File: config.mk
export PLATFORM = sky130hd
export DESIGN_NAME = hsv_to_rgb_converter_flat
export DESIGN_NICKNAME = d
export VERILOG_FILES = /design/src/rtl/hsv2rgb_pkg.sv /design/src/rtl/hsv2rgb_if.sv /design/src/rtl/hsv2rgb_front.sv /design/src/rtl/hsv2rgb_queue.sv /design/src/rtl/hsv2rgb_back.sv /design/src/rtl/hsv_to_rgb_converter.sv /design/src/flat_wrapper.sv
export SDC_FILE = /design/constraint.sdc
export NUM_CORES = 2
export LEC_CHECK = 0
export BUFFER_PORTS_ARGS = -buffer_cell sky130_fd_sc_hd__buf_2
export CORE_ASPECT_RATIO = 2
export CORE_MARGIN = 1.5
export CORE_UTILIZATION = 35
export CTS_BUF_LIST = sky130_fd_sc_hd__clkbuf_2 sky130_fd_sc_hd__clkbuf_4 sky130_fd_sc_hd__clkbuf_8
export DETAILED_ROUTE_END_ITERATION = 12
export GPL_TIMING_DRIVEN = 0
export HOLD_SLACK_MARGIN = 0.05
export SYNTH_ARGS = -nofsm -noshare
export SYNTH_HDL_FRONTEND = slang
export SYNTH_HIERARCHICAL = 1
export SYNTH_SLANG_ARGS = --single-unit
File: constraint.sdc
create_clock -name clk -period 11.1 [get_ports clk]
set_input_delay 0 -clock clk [delete_from_list [all_inputs] [get_ports clk]]
set_output_delay 0 -clock clk [all_outputs]
set_load 0.005 [all_outputs]
File: src/rtl/hsv2rgb_pkg.sv
package hsv2rgb_pkg;

	localparam int HUE_W    = 15;
	localparam int SAT_W    = 9;
	localparam int VAL_W    = 8;
	localparam int COL_W    = 8;
	localparam int FRAC_W   = 12;
	localparam int REM_W    = 12;
	localparam int SECTOR_W = 3;
	localparam int PROD_W   = SAT_W + FRAC_W;

	localparam logic [HUE_W-1:0]  HUE_FULL_TURN = 15'd23040;
	localparam logic [HUE_W-1:0]  HUE_SECTOR    = 15'd3840;
	localparam logic [SAT_W-1:0]  SAT_ONE       = 9'd256;
	localparam logic [FRAC_W:0]   FRAC_ONE      = 13'd4096;
	localparam logic [PROD_W-1:0] PROD_ONE      = PROD_W'(1) << (PROD_W - 1);

	// ceil(2^19 / 15): rem * 16 / 15 becomes (rem * RECIP_15) >> 15, exact for rem < 3840
	localparam int              RECIP_W     = 16;
	localparam logic [RECIP_W-1:0] RECIP_15 = 16'd34953;
	localparam int              RECIP_SHIFT = 15;

	localparam int QUEUE_DEPTH = 2;

	// hue sectors of 60 degrees each
	localparam logic [SECTOR_W-1:0] SECT_RED     = 3'd0;
	localparam logic [SECTOR_W-1:0] SECT_YELLOW  = 3'd1;
	localparam logic [SECTOR_W-1:0] SECT_GREEN   = 3'd2;
	localparam logic [SECTOR_W-1:0] SECT_CYAN    = 3'd3;
	localparam logic [SECTOR_W-1:0] SECT_BLUE    = 3'd4;
	localparam logic [SECTOR_W-1:0] SECT_MAGENTA = 3'd5;

	typedef struct packed {
		logic [SECTOR_W-1:0] sector;
		logic [FRAC_W-1:0]   frac;
		logic [SAT_W-1:0]    sat;
		logic [VAL_W-1:0]    val;
	} job_t;

endpackage

File: src/rtl/hsv2rgb_if.sv
interface hsv2rgb_hsv_if
	import hsv2rgb_pkg::*;
();
	logic             valid;
	logic             ready;
	logic [HUE_W-1:0] hue;
	logic [SAT_W-1:0] saturation;
	logic [VAL_W-1:0] brightness;

	modport source (output valid, hue, saturation, brightness, input ready);
	modport sink (input valid, hue, saturation, brightness, output ready);
endinterface

interface hsv2rgb_rgb_if
	import hsv2rgb_pkg::*;
();
	logic             valid;
	logic             ready;
	logic [COL_W-1:0] red;
	logic [COL_W-1:0] green;
	logic [COL_W-1:0] blue;

	modport source (output valid, red, green, blue, input ready);
	modport sink (input valid, red, green, blue, output ready);
endinterface

File: src/rtl/hsv2rgb_front.sv
module hsv2rgb_front
	import hsv2rgb_pkg::*;
(
	input  logic        clk,
	input  logic        arst_n,
	hsv2rgb_hsv_if.sink hsv_in,
	output logic        job_valid,
	input  logic        job_ready,
	output job_t        job
);

	localparam logic [HUE_W-1:0] BASE_1 = HUE_SECTOR;
	localparam logic [HUE_W-1:0] BASE_2 = HUE_W'(2 * HUE_SECTOR);
	localparam logic [HUE_W-1:0] BASE_3 = HUE_W'(3 * HUE_SECTOR);
	localparam logic [HUE_W-1:0] BASE_4 = HUE_W'(4 * HUE_SECTOR);
	localparam logic [HUE_W-1:0] BASE_5 = HUE_W'(5 * HUE_SECTOR);

	logic                  valid_s1;
	logic [SECTOR_W-1:0]   sector_s1;
	logic [REM_W-1:0]      rem_s1;
	logic [SAT_W-1:0]      sat_s1;
	logic [VAL_W-1:0]      val_s1;
	logic                  valid_s2;
	job_t                  job_s2;

	logic [HUE_W-1:0]      hue_c;
	logic [HUE_W-1:0]      base_c;
	logic [SECTOR_W-1:0]   sector_c;
	logic [SAT_W-1:0]      sat_c;
	logic [REM_W+RECIP_W-1:0] frac_prod;
	logic                  ready_s1;
	logic                  adv_s2;

	assign hue_c = (hsv_in.hue >= HUE_FULL_TURN) ? '0 : hsv_in.hue;
	assign sat_c = (hsv_in.saturation > SAT_ONE) ? SAT_ONE : hsv_in.saturation;

	always_comb begin
		if (hue_c >= BASE_5) begin
			sector_c = SECT_MAGENTA;
			base_c   = BASE_5;
		end else if (hue_c >= BASE_4) begin
			sector_c = SECT_BLUE;
			base_c   = BASE_4;
		end else if (hue_c >= BASE_3) begin
			sector_c = SECT_CYAN;
			base_c   = BASE_3;
		end else if (hue_c >= BASE_2) begin
			sector_c = SECT_GREEN;
			base_c   = BASE_2;
		end else if (hue_c >= BASE_1) begin
			sector_c = SECT_YELLOW;
			base_c   = BASE_1;
		end else begin
			sector_c = SECT_RED;
			base_c   = '0;
		end
	end

	assign adv_s2   = valid_s1 && (!valid_s2 || job_ready);
	assign ready_s1 = !valid_s1 || adv_s2;
	assign hsv_in.ready = ready_s1;

	// fraction of the sector with 12 fraction bits: rem * 4096 / 3840
	assign frac_prod = (REM_W+RECIP_W)'(rem_s1) * (REM_W+RECIP_W)'(RECIP_15);

	always_ff @(posedge clk or negedge arst_n) begin
		if (!arst_n) begin
			valid_s1 <= 1'b0;
			valid_s2 <= 1'b0;
		end else begin
			if (ready_s1)
				valid_s1 <= hsv_in.valid;
			if (!valid_s2 || job_ready)
				valid_s2 <= valid_s1;
		end
	end

	always_ff @(posedge clk) begin
		if (hsv_in.valid && ready_s1) begin
			sector_s1 <= sector_c;
			rem_s1    <= REM_W'(hue_c - base_c);
			sat_s1    <= sat_c;
			val_s1    <= hsv_in.brightness;
		end
		if (adv_s2) begin
			job_s2.sector <= sector_s1;
			job_s2.frac   <= frac_prod[RECIP_SHIFT +: FRAC_W];
			job_s2.sat    <= sat_s1;
			job_s2.val    <= val_s1;
		end
	end

	assign job_valid = valid_s2;
	assign job       = job_s2;

endmodule

File: src/rtl/hsv2rgb_queue.sv
module hsv2rgb_queue
	import hsv2rgb_pkg::*;
#(
	parameter int Depth = QUEUE_DEPTH
) (
	input  logic clk,
	input  logic arst_n,
	input  logic in_valid,
	output logic in_ready,
	input  job_t in_job,
	output logic out_valid,
	input  logic out_ready,
	output job_t out_job
);

	localparam int PTR_W = $clog2(Depth);
	localparam int CNT_W = $clog2(Depth + 1);
	localparam logic [PTR_W-1:0] PTR_LAST = PTR_W'(Depth - 1);
	localparam logic [CNT_W-1:0] CNT_FULL = CNT_W'(Depth);

	job_t             mem_q [Depth];
	logic [PTR_W-1:0] wr_ptr_q;
	logic [PTR_W-1:0] rd_ptr_q;
	logic [CNT_W-1:0] count_q;
	logic             push;
	logic             pop;

	assign in_ready  = count_q != CNT_FULL;
	assign out_valid = count_q != '0;
	assign out_job   = mem_q[rd_ptr_q];
	assign push      = in_valid && in_ready;
	assign pop       = out_valid && out_ready;

	always_ff @(posedge clk or negedge arst_n) begin
		if (!arst_n) begin
			wr_ptr_q <= '0;
			rd_ptr_q <= '0;
			count_q  <= '0;
		end else begin
			if (push)
				wr_ptr_q <= (wr_ptr_q == PTR_LAST) ? '0 : wr_ptr_q + 1'b1;
			if (pop)
				rd_ptr_q <= (rd_ptr_q == PTR_LAST) ? '0 : rd_ptr_q + 1'b1;
			if (push && !pop)
				count_q <= count_q + 1'b1;
			else if (pop && !push)
				count_q <= count_q - 1'b1;
		end
	end

	always_ff @(posedge clk) begin
		if (push)
			mem_q[wr_ptr_q] <= in_job;
	end

endmodule

File: src/rtl/hsv2rgb_back.sv
module hsv2rgb_back
	import hsv2rgb_pkg::*;
(
	input  logic          clk,
	input  logic          arst_n,
	input  logic          job_valid,
	output logic          job_ready,
	input  job_t          job,
	hsv2rgb_rgb_if.source rgb_out
);

	localparam int PV_W = VAL_W + SAT_W;
	localparam int QV_W = VAL_W + PROD_W;

	logic                valid_s1;
	logic [PROD_W-1:0]   qk_s1;
	logic [PROD_W-1:0]   tk_s1;
	logic [COL_W-1:0]    p_s1;
	logic [VAL_W-1:0]    val_s1;
	logic [SECTOR_W-1:0] sector_s1;
	logic                valid_s2;
	logic [COL_W-1:0]    red_s2;
	logic [COL_W-1:0]    green_s2;
	logic [COL_W-1:0]    blue_s2;

	logic [PROD_W-1:0]   sf;
	logic [PROD_W-1:0]   st;
	logic [PV_W-1:0]     p_prod;
	logic [QV_W-1:0]     q_prod;
	logic [QV_W-1:0]     t_prod;
	logic [COL_W-1:0]    q_c;
	logic [COL_W-1:0]    t_c;
	logic [COL_W-1:0]    v_c;
	logic                adv_s2;

	// s*f and s*(1-f) with 20 fraction bits, v*(1-s) with 8
	assign sf     = PROD_W'(job.sat) * PROD_W'(job.frac);
	assign st     = PROD_W'(job.sat) * PROD_W'(FRAC_ONE - {1'b0, job.frac});
	assign p_prod = PV_W'(job.val) * PV_W'(SAT_ONE - job.sat);

	assign q_prod = QV_W'(val_s1) * QV_W'(qk_s1);
	assign t_prod = QV_W'(val_s1) * QV_W'(tk_s1);
	assign q_c    = q_prod[PROD_W-1 +: COL_W];
	assign t_c    = t_prod[PROD_W-1 +: COL_W];
	assign v_c    = COL_W'(val_s1);

	assign adv_s2    = valid_s1 && (!valid_s2 || rgb_out.ready);
	assign job_ready = !valid_s1 || adv_s2;

	always_ff @(posedge clk or negedge arst_n) begin
		if (!arst_n) begin
			valid_s1 <= 1'b0;
			valid_s2 <= 1'b0;
		end else begin
			if (job_ready)
				valid_s1 <= job_valid;
			if (!valid_s2 || rgb_out.ready)
				valid_s2 <= valid_s1;
		end
	end

	always_ff @(posedge clk) begin
		if (job_valid && job_ready) begin
			qk_s1     <= PROD_ONE - sf;
			tk_s1     <= PROD_ONE - st;
			p_s1      <= p_prod[SAT_W-1 +: COL_W];
			val_s1    <= job.val;
			sector_s1 <= job.sector;
		end
		if (adv_s2) begin
			case (sector_s1)
				SECT_RED: begin
					red_s2 <= v_c; green_s2 <= t_c; blue_s2 <= p_s1;
				end
				SECT_YELLOW: begin
					red_s2 <= q_c; green_s2 <= v_c; blue_s2 <= p_s1;
				end
				SECT_GREEN: begin
					red_s2 <= p_s1; green_s2 <= v_c; blue_s2 <= t_c;
				end
				SECT_CYAN: begin
					red_s2 <= p_s1; green_s2 <= q_c; blue_s2 <= v_c;
				end
				SECT_BLUE: begin
					red_s2 <= t_c; green_s2 <= p_s1; blue_s2 <= v_c;
				end
				default: begin
					red_s2 <= v_c; green_s2 <= p_s1; blue_s2 <= q_c;
				end
			endcase
		end
	end

	assign rgb_out.valid = valid_s2;
	assign rgb_out.red   = red_s2;
	assign rgb_out.green = green_s2;
	assign rgb_out.blue  = blue_s2;

endmodule

File: src/rtl/hsv_to_rgb_converter.sv
// hsv to 8-bit rgb conversion, one colour per word. a new word is taken every clock cycle
// while the output side keeps up; each accepted word passes the front-end stages, the queue
// and the back-end stages. the front end clamps hue and saturation and finds the sector
// and its fraction (two stages, one multiply by a reciprocal of 15), a short queue of
// QueueDepth words follows, and the back end forms p, q and t and routes them by sector
// (two stages, the multipliers set the critical path). when the output stalls, the queue and
// both pipelines fill before input ready drops, so up to QueueDepth + 4 words are in flight.
module hsv_to_rgb_converter
	import hsv2rgb_pkg::*;
#(
	parameter int QueueDepth = QUEUE_DEPTH
) (
	input  logic          clk,
	input  logic          arst_n,
	hsv2rgb_hsv_if.sink   hsv_in,
	hsv2rgb_rgb_if.source rgb_out
);

	logic front_valid;
	logic front_ready;
	job_t front_job;
	logic back_valid;
	logic back_ready;
	job_t back_job;

	hsv2rgb_front u_front (
		.clk       (clk),
		.arst_n    (arst_n),
		.hsv_in    (hsv_in),
		.job_valid (front_valid),
		.job_ready (front_ready),
		.job       (front_job)
	);

	hsv2rgb_queue #(
		.Depth (QueueDepth)
	) u_queue (
		.clk       (clk),
		.arst_n    (arst_n),
		.in_valid  (front_valid),
		.in_ready  (front_ready),
		.in_job    (front_job),
		.out_valid (back_valid),
		.out_ready (back_ready),
		.out_job   (back_job)
	);

	hsv2rgb_back u_back (
		.clk       (clk),
		.arst_n    (arst_n),
		.job_valid (back_valid),
		.job_ready (back_ready),
		.job       (back_job),
		.rgb_out   (rgb_out)
	);

endmodule

File: src/flat_wrapper.sv
// flat-port wrapper written by rule: the top's interface ports become plain ports
module hsv_to_rgb_converter_flat import hsv2rgb_pkg::*;
#(
	parameter int QueueDepth = QUEUE_DEPTH
)
  (clk, arst_n, hsv_in_valid, hsv_in_hue, hsv_in_saturation, hsv_in_brightness, hsv_in_ready, rgb_out_valid, rgb_out_red, rgb_out_green, rgb_out_blue, rgb_out_ready);
  hsv2rgb_hsv_if hsv_in_i ();
  hsv2rgb_rgb_if rgb_out_i ();
  input  logic clk;
  input  logic arst_n;
  input wire logic [$bits(hsv_in_i.valid)-1:0] hsv_in_valid;
  input wire logic [$bits(hsv_in_i.hue)-1:0] hsv_in_hue;
  input wire logic [$bits(hsv_in_i.saturation)-1:0] hsv_in_saturation;
  input wire logic [$bits(hsv_in_i.brightness)-1:0] hsv_in_brightness;
  output wire logic [$bits(hsv_in_i.ready)-1:0] hsv_in_ready;
  output wire logic [$bits(rgb_out_i.valid)-1:0] rgb_out_valid;
  output wire logic [$bits(rgb_out_i.red)-1:0] rgb_out_red;
  output wire logic [$bits(rgb_out_i.green)-1:0] rgb_out_green;
  output wire logic [$bits(rgb_out_i.blue)-1:0] rgb_out_blue;
  input wire logic [$bits(rgb_out_i.ready)-1:0] rgb_out_ready;
  assign hsv_in_i.valid = hsv_in_valid;
  assign hsv_in_i.hue = hsv_in_hue;
  assign hsv_in_i.saturation = hsv_in_saturation;
  assign hsv_in_i.brightness = hsv_in_brightness;
  assign hsv_in_ready = hsv_in_i.ready;
  assign rgb_out_valid = rgb_out_i.valid;
  assign rgb_out_red = rgb_out_i.red;
  assign rgb_out_green = rgb_out_i.green;
  assign rgb_out_blue = rgb_out_i.blue;
  assign rgb_out_i.ready = rgb_out_ready;
  hsv_to_rgb_converter #(.QueueDepth(QueueDepth)) u_core (.clk(clk), .arst_n(arst_n), .hsv_in(hsv_in_i), .rgb_out(rgb_out_i));
endmodule
Word level (Yosys, flattened, before mapping)
Memories as Yosys holds them, arrays and structs flattened. Index checks and enable logic that the tools add are counted.

Memories kept: 1. Memory bits (writable): 64. Flip-flop bits (word level): 157.

Memories: u_core.u_queue.mem_q (depth 2, bits a word 32, rd ports 1, clocked after memory_dff 0, wr ports 1, line hsv2rgb_queue.sv:21) `job_t mem_q [Depth];`.

Reductions and logical operators: 25. Eq/ne operators: 5. Multiplexer cells: 19. Add/sub/neg operators: 9. Multipliers: 6. Order comparisons: 7.

Operator list (number): $pmux W8 S3 (3); $mux W12 (5); $mul A8 B21 Y28 (2); $sub A21 B21 Y21 const A (2); $ge A15 B14 Y1 const B (2); $ge A15 B15 Y1 const B (2); $mul A12 B16 Y27 const B (1); $mul A10 B14 Y21 (1); $mul A9 B12 Y21 (1); $mul A9 B10 Y16 (1); $ge A15 B12 Y1 const B (1); $ge A15 B13 Y1 const B (1); $mux W15 (1); $sub A13 B12 Y14 const A (1); $sub A12 B12 Y12 (1); $reduce_or A2 Y1 (5); $sub A9 B9 Y10 const A (1); $gt A9 B9 Y1 const B (1); $mux W2 (4); $logic_and A1 B1 Y1 (7); $eq A3 B2 Y1 const B (2); $logic_not A1 Y1 (6); $mux W1 (6); $logic_or A1 B1 Y1 (4); 8 further kinds (10).

Longest topological paths before layout
Depth after elaboration: 9. Mapped depth: 29. Depth with buffers taken out: 26.

Cells and area by module
Netlist, hierarchy kept.

By module, submodules not included: hsv2rgb_back (times used 1, area each 23517.6 sq um, cells each 2562); hsv2rgb_front (times used 1, area each 3905.0 sq um, cells each 302); hsv2rgb_queue (times used 1, area each 2658.8 sq um, cells each 118).

Worst setup path before layout
Ideal clock, no wire load.

Path type: register -> register. From: register u_core.u_queue.rd_ptr_q. To: register u_core.u_back.tk_s1[20] (data pin). Cell stages (with the launch flop): 28. Period minus slack after synthesis: 6.933 ns. Library setup time: 0.262 ns. Arrival time: 6.671 ns. Buffers on the path: 3. Required time: 10.838 ns. Path slack: 4.167 ns. Cell sequence: dfrtp_1 buf_6 buf_12 mux2_4 clkbuf_1 inv_1 ha_1 or3b_2 nor3_1 xnor2_1 and2_1 fa_1 inv_1 fa_1 fa_1 fa_1 inv_1 fa_1 inv_1 ha_1 and2_1 o21ai_0 o31ai_1 o41a_1 nand4_1 nand4b_1 o31ai_1 xnor2_1.

RTL lines: from (decl) (line hsv2rgb_queue.sv:23) `logic [PTR_W-1:0] rd_ptr_q;`; from (signal assigned) (line hsv2rgb_queue.sv:43) `rd_ptr_q <= (rd_ptr_q == PTR_LAST) ? '0 : rd_ptr_q + 1'b1;`; to (signal assigned) (line hsv2rgb_back.sv:65) `tk_s1 <= PROD_ONE - st;`; to (decl) (line hsv2rgb_back.sv:17) `logic [PROD_W-1:0] tk_s1;`.

==> run summary <==
The starting utilization of the core area is 35.5%. The congestion estimate from routability-driven global placement came to 0.886. After detailed routing, the number of vias per cell comes to 4.88. The count of buffers added on input and output ports is 60. The max capacitance violation total is 0. The endpoint arrival time on the critical path came out at 8.35 ns. The layout has 8,384 filler cells. Once placement finished, the instance area stood at 31,800 um2. The count of state elements after synthesis came out at 220. The routed design has 74.9 mm of wire. The final layout net count is 3,898. The total overflow reported by the global router came out at 0. The remaining antenna violation count is 0.

After technology mapping, the gate count stands at 2,982. The number of rows in the core area is 151. The measured slew at the worst slew-check pin came out at 1.45 ns. Clock tree synthesis selected as its root buffer the cell sky130_fd_sc_hd__clkbuf_8. The total via count in the routed design came out at 20,600. The maximum clock frequency is 0.125 GHz. The total track usage came out at 17.7%. The total instance count after detailed placement came out at 4,115. The number of remaining DRC errors is 0.

The clock period minus worst slack is 8.01 ns. The final number of max-transition violations was 0. TritonCTS built the clock tree. The post-route cell area came out at 32,900 um2. In the final routed layout, each cell accounts on average for 17.7 um. The async set-or-reset flop fraction in the synthesized netlist came out at 3.64%. The fraction of layout cells with a size suffix above 1 came out at 5.87%. The placed wire-length estimate came out at 62.4 mm. The worst relative slew slack came out at 2.78%.

The via count of the first global-routing pass came to 22,700. The worst-case clock skew is 0.0321 ns. From left edge to right edge, the die measures 210 um. The layout-stage area growth over the synthesis result came out at 9.45%. The number of antenna violations at the first check in global routing is 1.

The required time of the critical path is 11.44 ns. The total nets after synthesis is 3,755. The non-filler instance count after layout came out at 4,222. The number of synthesized flops with an enable pin is 212. Yosys mapped the design onto 88 distinct sky130hd cell types. The share of the clock period used by the worst path after layout came out at 72.2%. The count of routing violations after the opening detailed-route iteration came out at 882.

The sequential share of the synthesized area came out at 21.8%. The total area inside the core boundary comes to 84,800 um2. The number of failing setup endpoints in the final timing report came out at 0. The die height is 418 um. In this run the worst hold path is classified as primary input to flip-flop.

The flow ran to the end, and the final reports show no timing, DRC or antenna violations. The count of boundary I/O pins is 62. The die outline area came out at 87,800 um2. The Yosys step of the flow raised 6 warnings. The critical path in this run is classified as flip-flop to flip-flop. The clock slew seen by the registers of the worst setup and hold paths is 0.07 ns. STA classifies the critical path endpoint as a flip-flop. STA classifies the critical path startpoint as a flip-flop.

Setup total negative slack on the finished layout was measured at 0 ns. The first-pass iteration count of the detailed router is 5. For this design, the sink count on the clock tree is 220. Setup repair after global routing left no endpoint under its margin. The largest net degree at the start of global routing came out at 40. The post-synthesis average cell area is 10.1 um2. The maximum net fanout on the critical path is 10. The maximum clock path buffer count is 3. The post-cts gate resize count is 0.

The latest clock arrival within the worst-skew pair came out at 0.60 ns. The final number of hold-violating endpoints is 0. The H-tree depth is 2. The post-synthesis instance area is 30,100 um2. The number of buffers inserted during clock tree synthesis came out at 34. The slack of the worst reg-to-reg path is 3.09 ns. In the synthesized netlist the dominant register cell turns out to be sky130_fd_sc_hd__edfxtp_1.

The first global-routing pass estimated 120 mm of wire.
repair_timing:
action,in CTS,in global routing
buffers inserted,0,0
hold endpoints to repair,44,0
hold buffers,45,0
final timing paths:
check                                          from                  endpoint  depth (start not counted)
setup / recovery            u_core/u_queue/rd_ptr_q   u_core/u_back/tk_s1[20]                         26
max in group asynchronous                    arst_n    u_core/u_back/valid_s1                          3
setup reg to reg            u_core/u_queue/rd_ptr_q   u_core/u_back/tk_s1[20]                         26
hold reg to reg            u_core/u_front/sat_s1[2]    u_core/u_front/job[10]                          0
min in group asynchronous                    arst_n   u_core/u_front/valid_s1                          3
hold / removal                 hsv_in_brightness[1]  u_core/u_front/val_s1[1]                          2
through the flow:
step	hold slack [ns]	worst slack, ns	util, %
2_1_floorplan	-0.296	4.17	-
4_1_cts	0.0784	3.02	38.8
3_5_place_dp	-0.144	3.06	37.5
6_report	0.115	3.09	38.8
3_3_place_gp	-0.147	3.03	37.4
5_1_grt	0.0981	2.70	38.8
synth_stat cells (all sizes together) (4+ instances only):
library cell / count / area, um2
xor2: 30 / 263
nor2b: 17 / 106
xnor2: 81 / 709
nand4: 9 / 56.3
inv: 603 / 2260
edfxtp: 212 / 6370
nand3: 26 / 130
buf: 11 / 101
o21ai: 39 / 203
a31o: 5 / 43.8
and4: 8 / 71.3
a21o: 33 / 249
and3: 18 / 113
a31oi: 18 / 113
a41oi: 4 / 35.0
o31ai: 10 / 75.1
o21a: 10 / 75.1
mux2i: 10 / 100
o22ai: 5 / 31.3
a211oi: 11 / 87.6
nand3b: 5 / 37.5
or3: 8 / 50.1
nand2: 258 / 971
clkbuf: 93 / 349
o2111ai: 5 / 43.8
fa: 444 / 8890
nor4: 4 / 40.0
a21oi: 66 / 334
ha: 293 / 3670
dfrtp: 8 / 200
a21boi: 7 / 52.6
o211ai: 7 / 52.6
nor3: 27 / 135
and2: 436 / 2730
nand2b: 14 / 87.6
mux2: 36 / 514
nor2: 54 / 203
state kept, by name, summed over array words and instances (netlist names), 9 cells and up:
name and cells:
u_core/u_queue/mem_q 64, u_core/u_front/job 32, u_core/u_back/qk_s1 21, u_core/u_back/tk_s1 20, u_core/u_front/rem_s1 12, u_core/u_front/sat_s1 9
worst max-delay path: stages, from the launching register on:
cell	delay [ns]
sky130_fd_sc_hd__dfrtp_1	0.37
sky130_fd_sc_hd__buf_6	0.15
sky130_fd_sc_hd__buf_12	0.15
sky130_fd_sc_hd__mux2_4	0.29
sky130_fd_sc_hd__clkbuf_1	0.29
sky130_fd_sc_hd__inv_1	0.20
sky130_fd_sc_hd__ha_1	0.27
sky130_fd_sc_hd__or3b_2	0.56
sky130_fd_sc_hd__xor2_1	0.64
sky130_fd_sc_hd__and2_1	0.25
sky130_fd_sc_hd__fa_1	0.44
sky130_fd_sc_hd__fa_1	0.51
sky130_fd_sc_hd__inv_1	0.05
sky130_fd_sc_hd__fa_1	0.51
sky130_fd_sc_hd__fa_1	0.49
sky130_fd_sc_hd__inv_1	0.05
sky130_fd_sc_hd__fa_1	0.47
sky130_fd_sc_hd__inv_1	0.04
sky130_fd_sc_hd__ha_1	0.20
sky130_fd_sc_hd__or3_1	0.36
sky130_fd_sc_hd__nor3_1	0.24
sky130_fd_sc_hd__o31ai_1	0.19
sky130_fd_sc_hd__o41a_1	0.37
sky130_fd_sc_hd__nand4_1	0.11
sky130_fd_sc_hd__nand4b_1	0.14
sky130_fd_sc_hd__o31ai_1	0.28
sky130_fd_sc_hd__xnor2_1	0.11
layer usage:
layer / GRT usage, % / up-vias / routed length [um]
li1: - / 9693 / -
met4: 10.9 / 0 / 5080
met3: 1.38 / 192 / 1600
met1: 16.1 / 10300 / 24600
met2: 36.6 / 388 / 43700
met5: 0 / - / 0
final cells by class:
type | count | area, um2 | share of cell area (%)
tap | 1071 | 1340 | 4.07
multi-input combinational | 2054 | 20800 | 63.2
sequential | 220 | 6570 | 19.9
buffer | 104 | 450 | 1.37
inverter | 604 | 2270 | 6.89
clock buffer | 40 | 513 | 1.56
antenna | 1 | 2.50 | 0.00760
timing repair buffer | 107 | 791 | 2.40
clock inverter | 21 | 184 | 0.559
layout by cell type, fill, tap and decap left out, types with 32 or more instances in the layout:
cell                              n
sky130_fd_sc_hd__a21oi_1         65
sky130_fd_sc_hd__fa_1           444
sky130_fd_sc_hd__o21ai_0         34
sky130_fd_sc_hd__dlygate4sd3_1   45
sky130_fd_sc_hd__ha_1           293
sky130_fd_sc_hd__nor2_1          53
sky130_fd_sc_hd__a21o_1          32
sky130_fd_sc_hd__buf_2           63
sky130_fd_sc_hd__edfxtp_1       212
sky130_fd_sc_hd__and2_1         432
sky130_fd_sc_hd__clkbuf_8        34
sky130_fd_sc_hd__clkbuf_1        93
sky130_fd_sc_hd__inv_1          603
sky130_fd_sc_hd__xnor2_1         81
sky130_fd_sc_hd__nand2_1        257
kinds of logic after synthesis:
kind of cell / count (synthesis) / share of synthesized area [%]
AND/OR/NAND/NOR: 898 / 16.1
adder cells (fa/ha/maj): 740 / 41.8
buffers and inverters: 708 / 9.03
AO/OA/AOI/OAI: 259 / 5.91
flip-flops: 220 / 21.8
XOR/XNOR: 111 / 3.23
multiplexers: 46 / 2.04
Power is not shown: default switching activity piles up to over one toggle a cycle in this logic, so the estimate is an artifact.
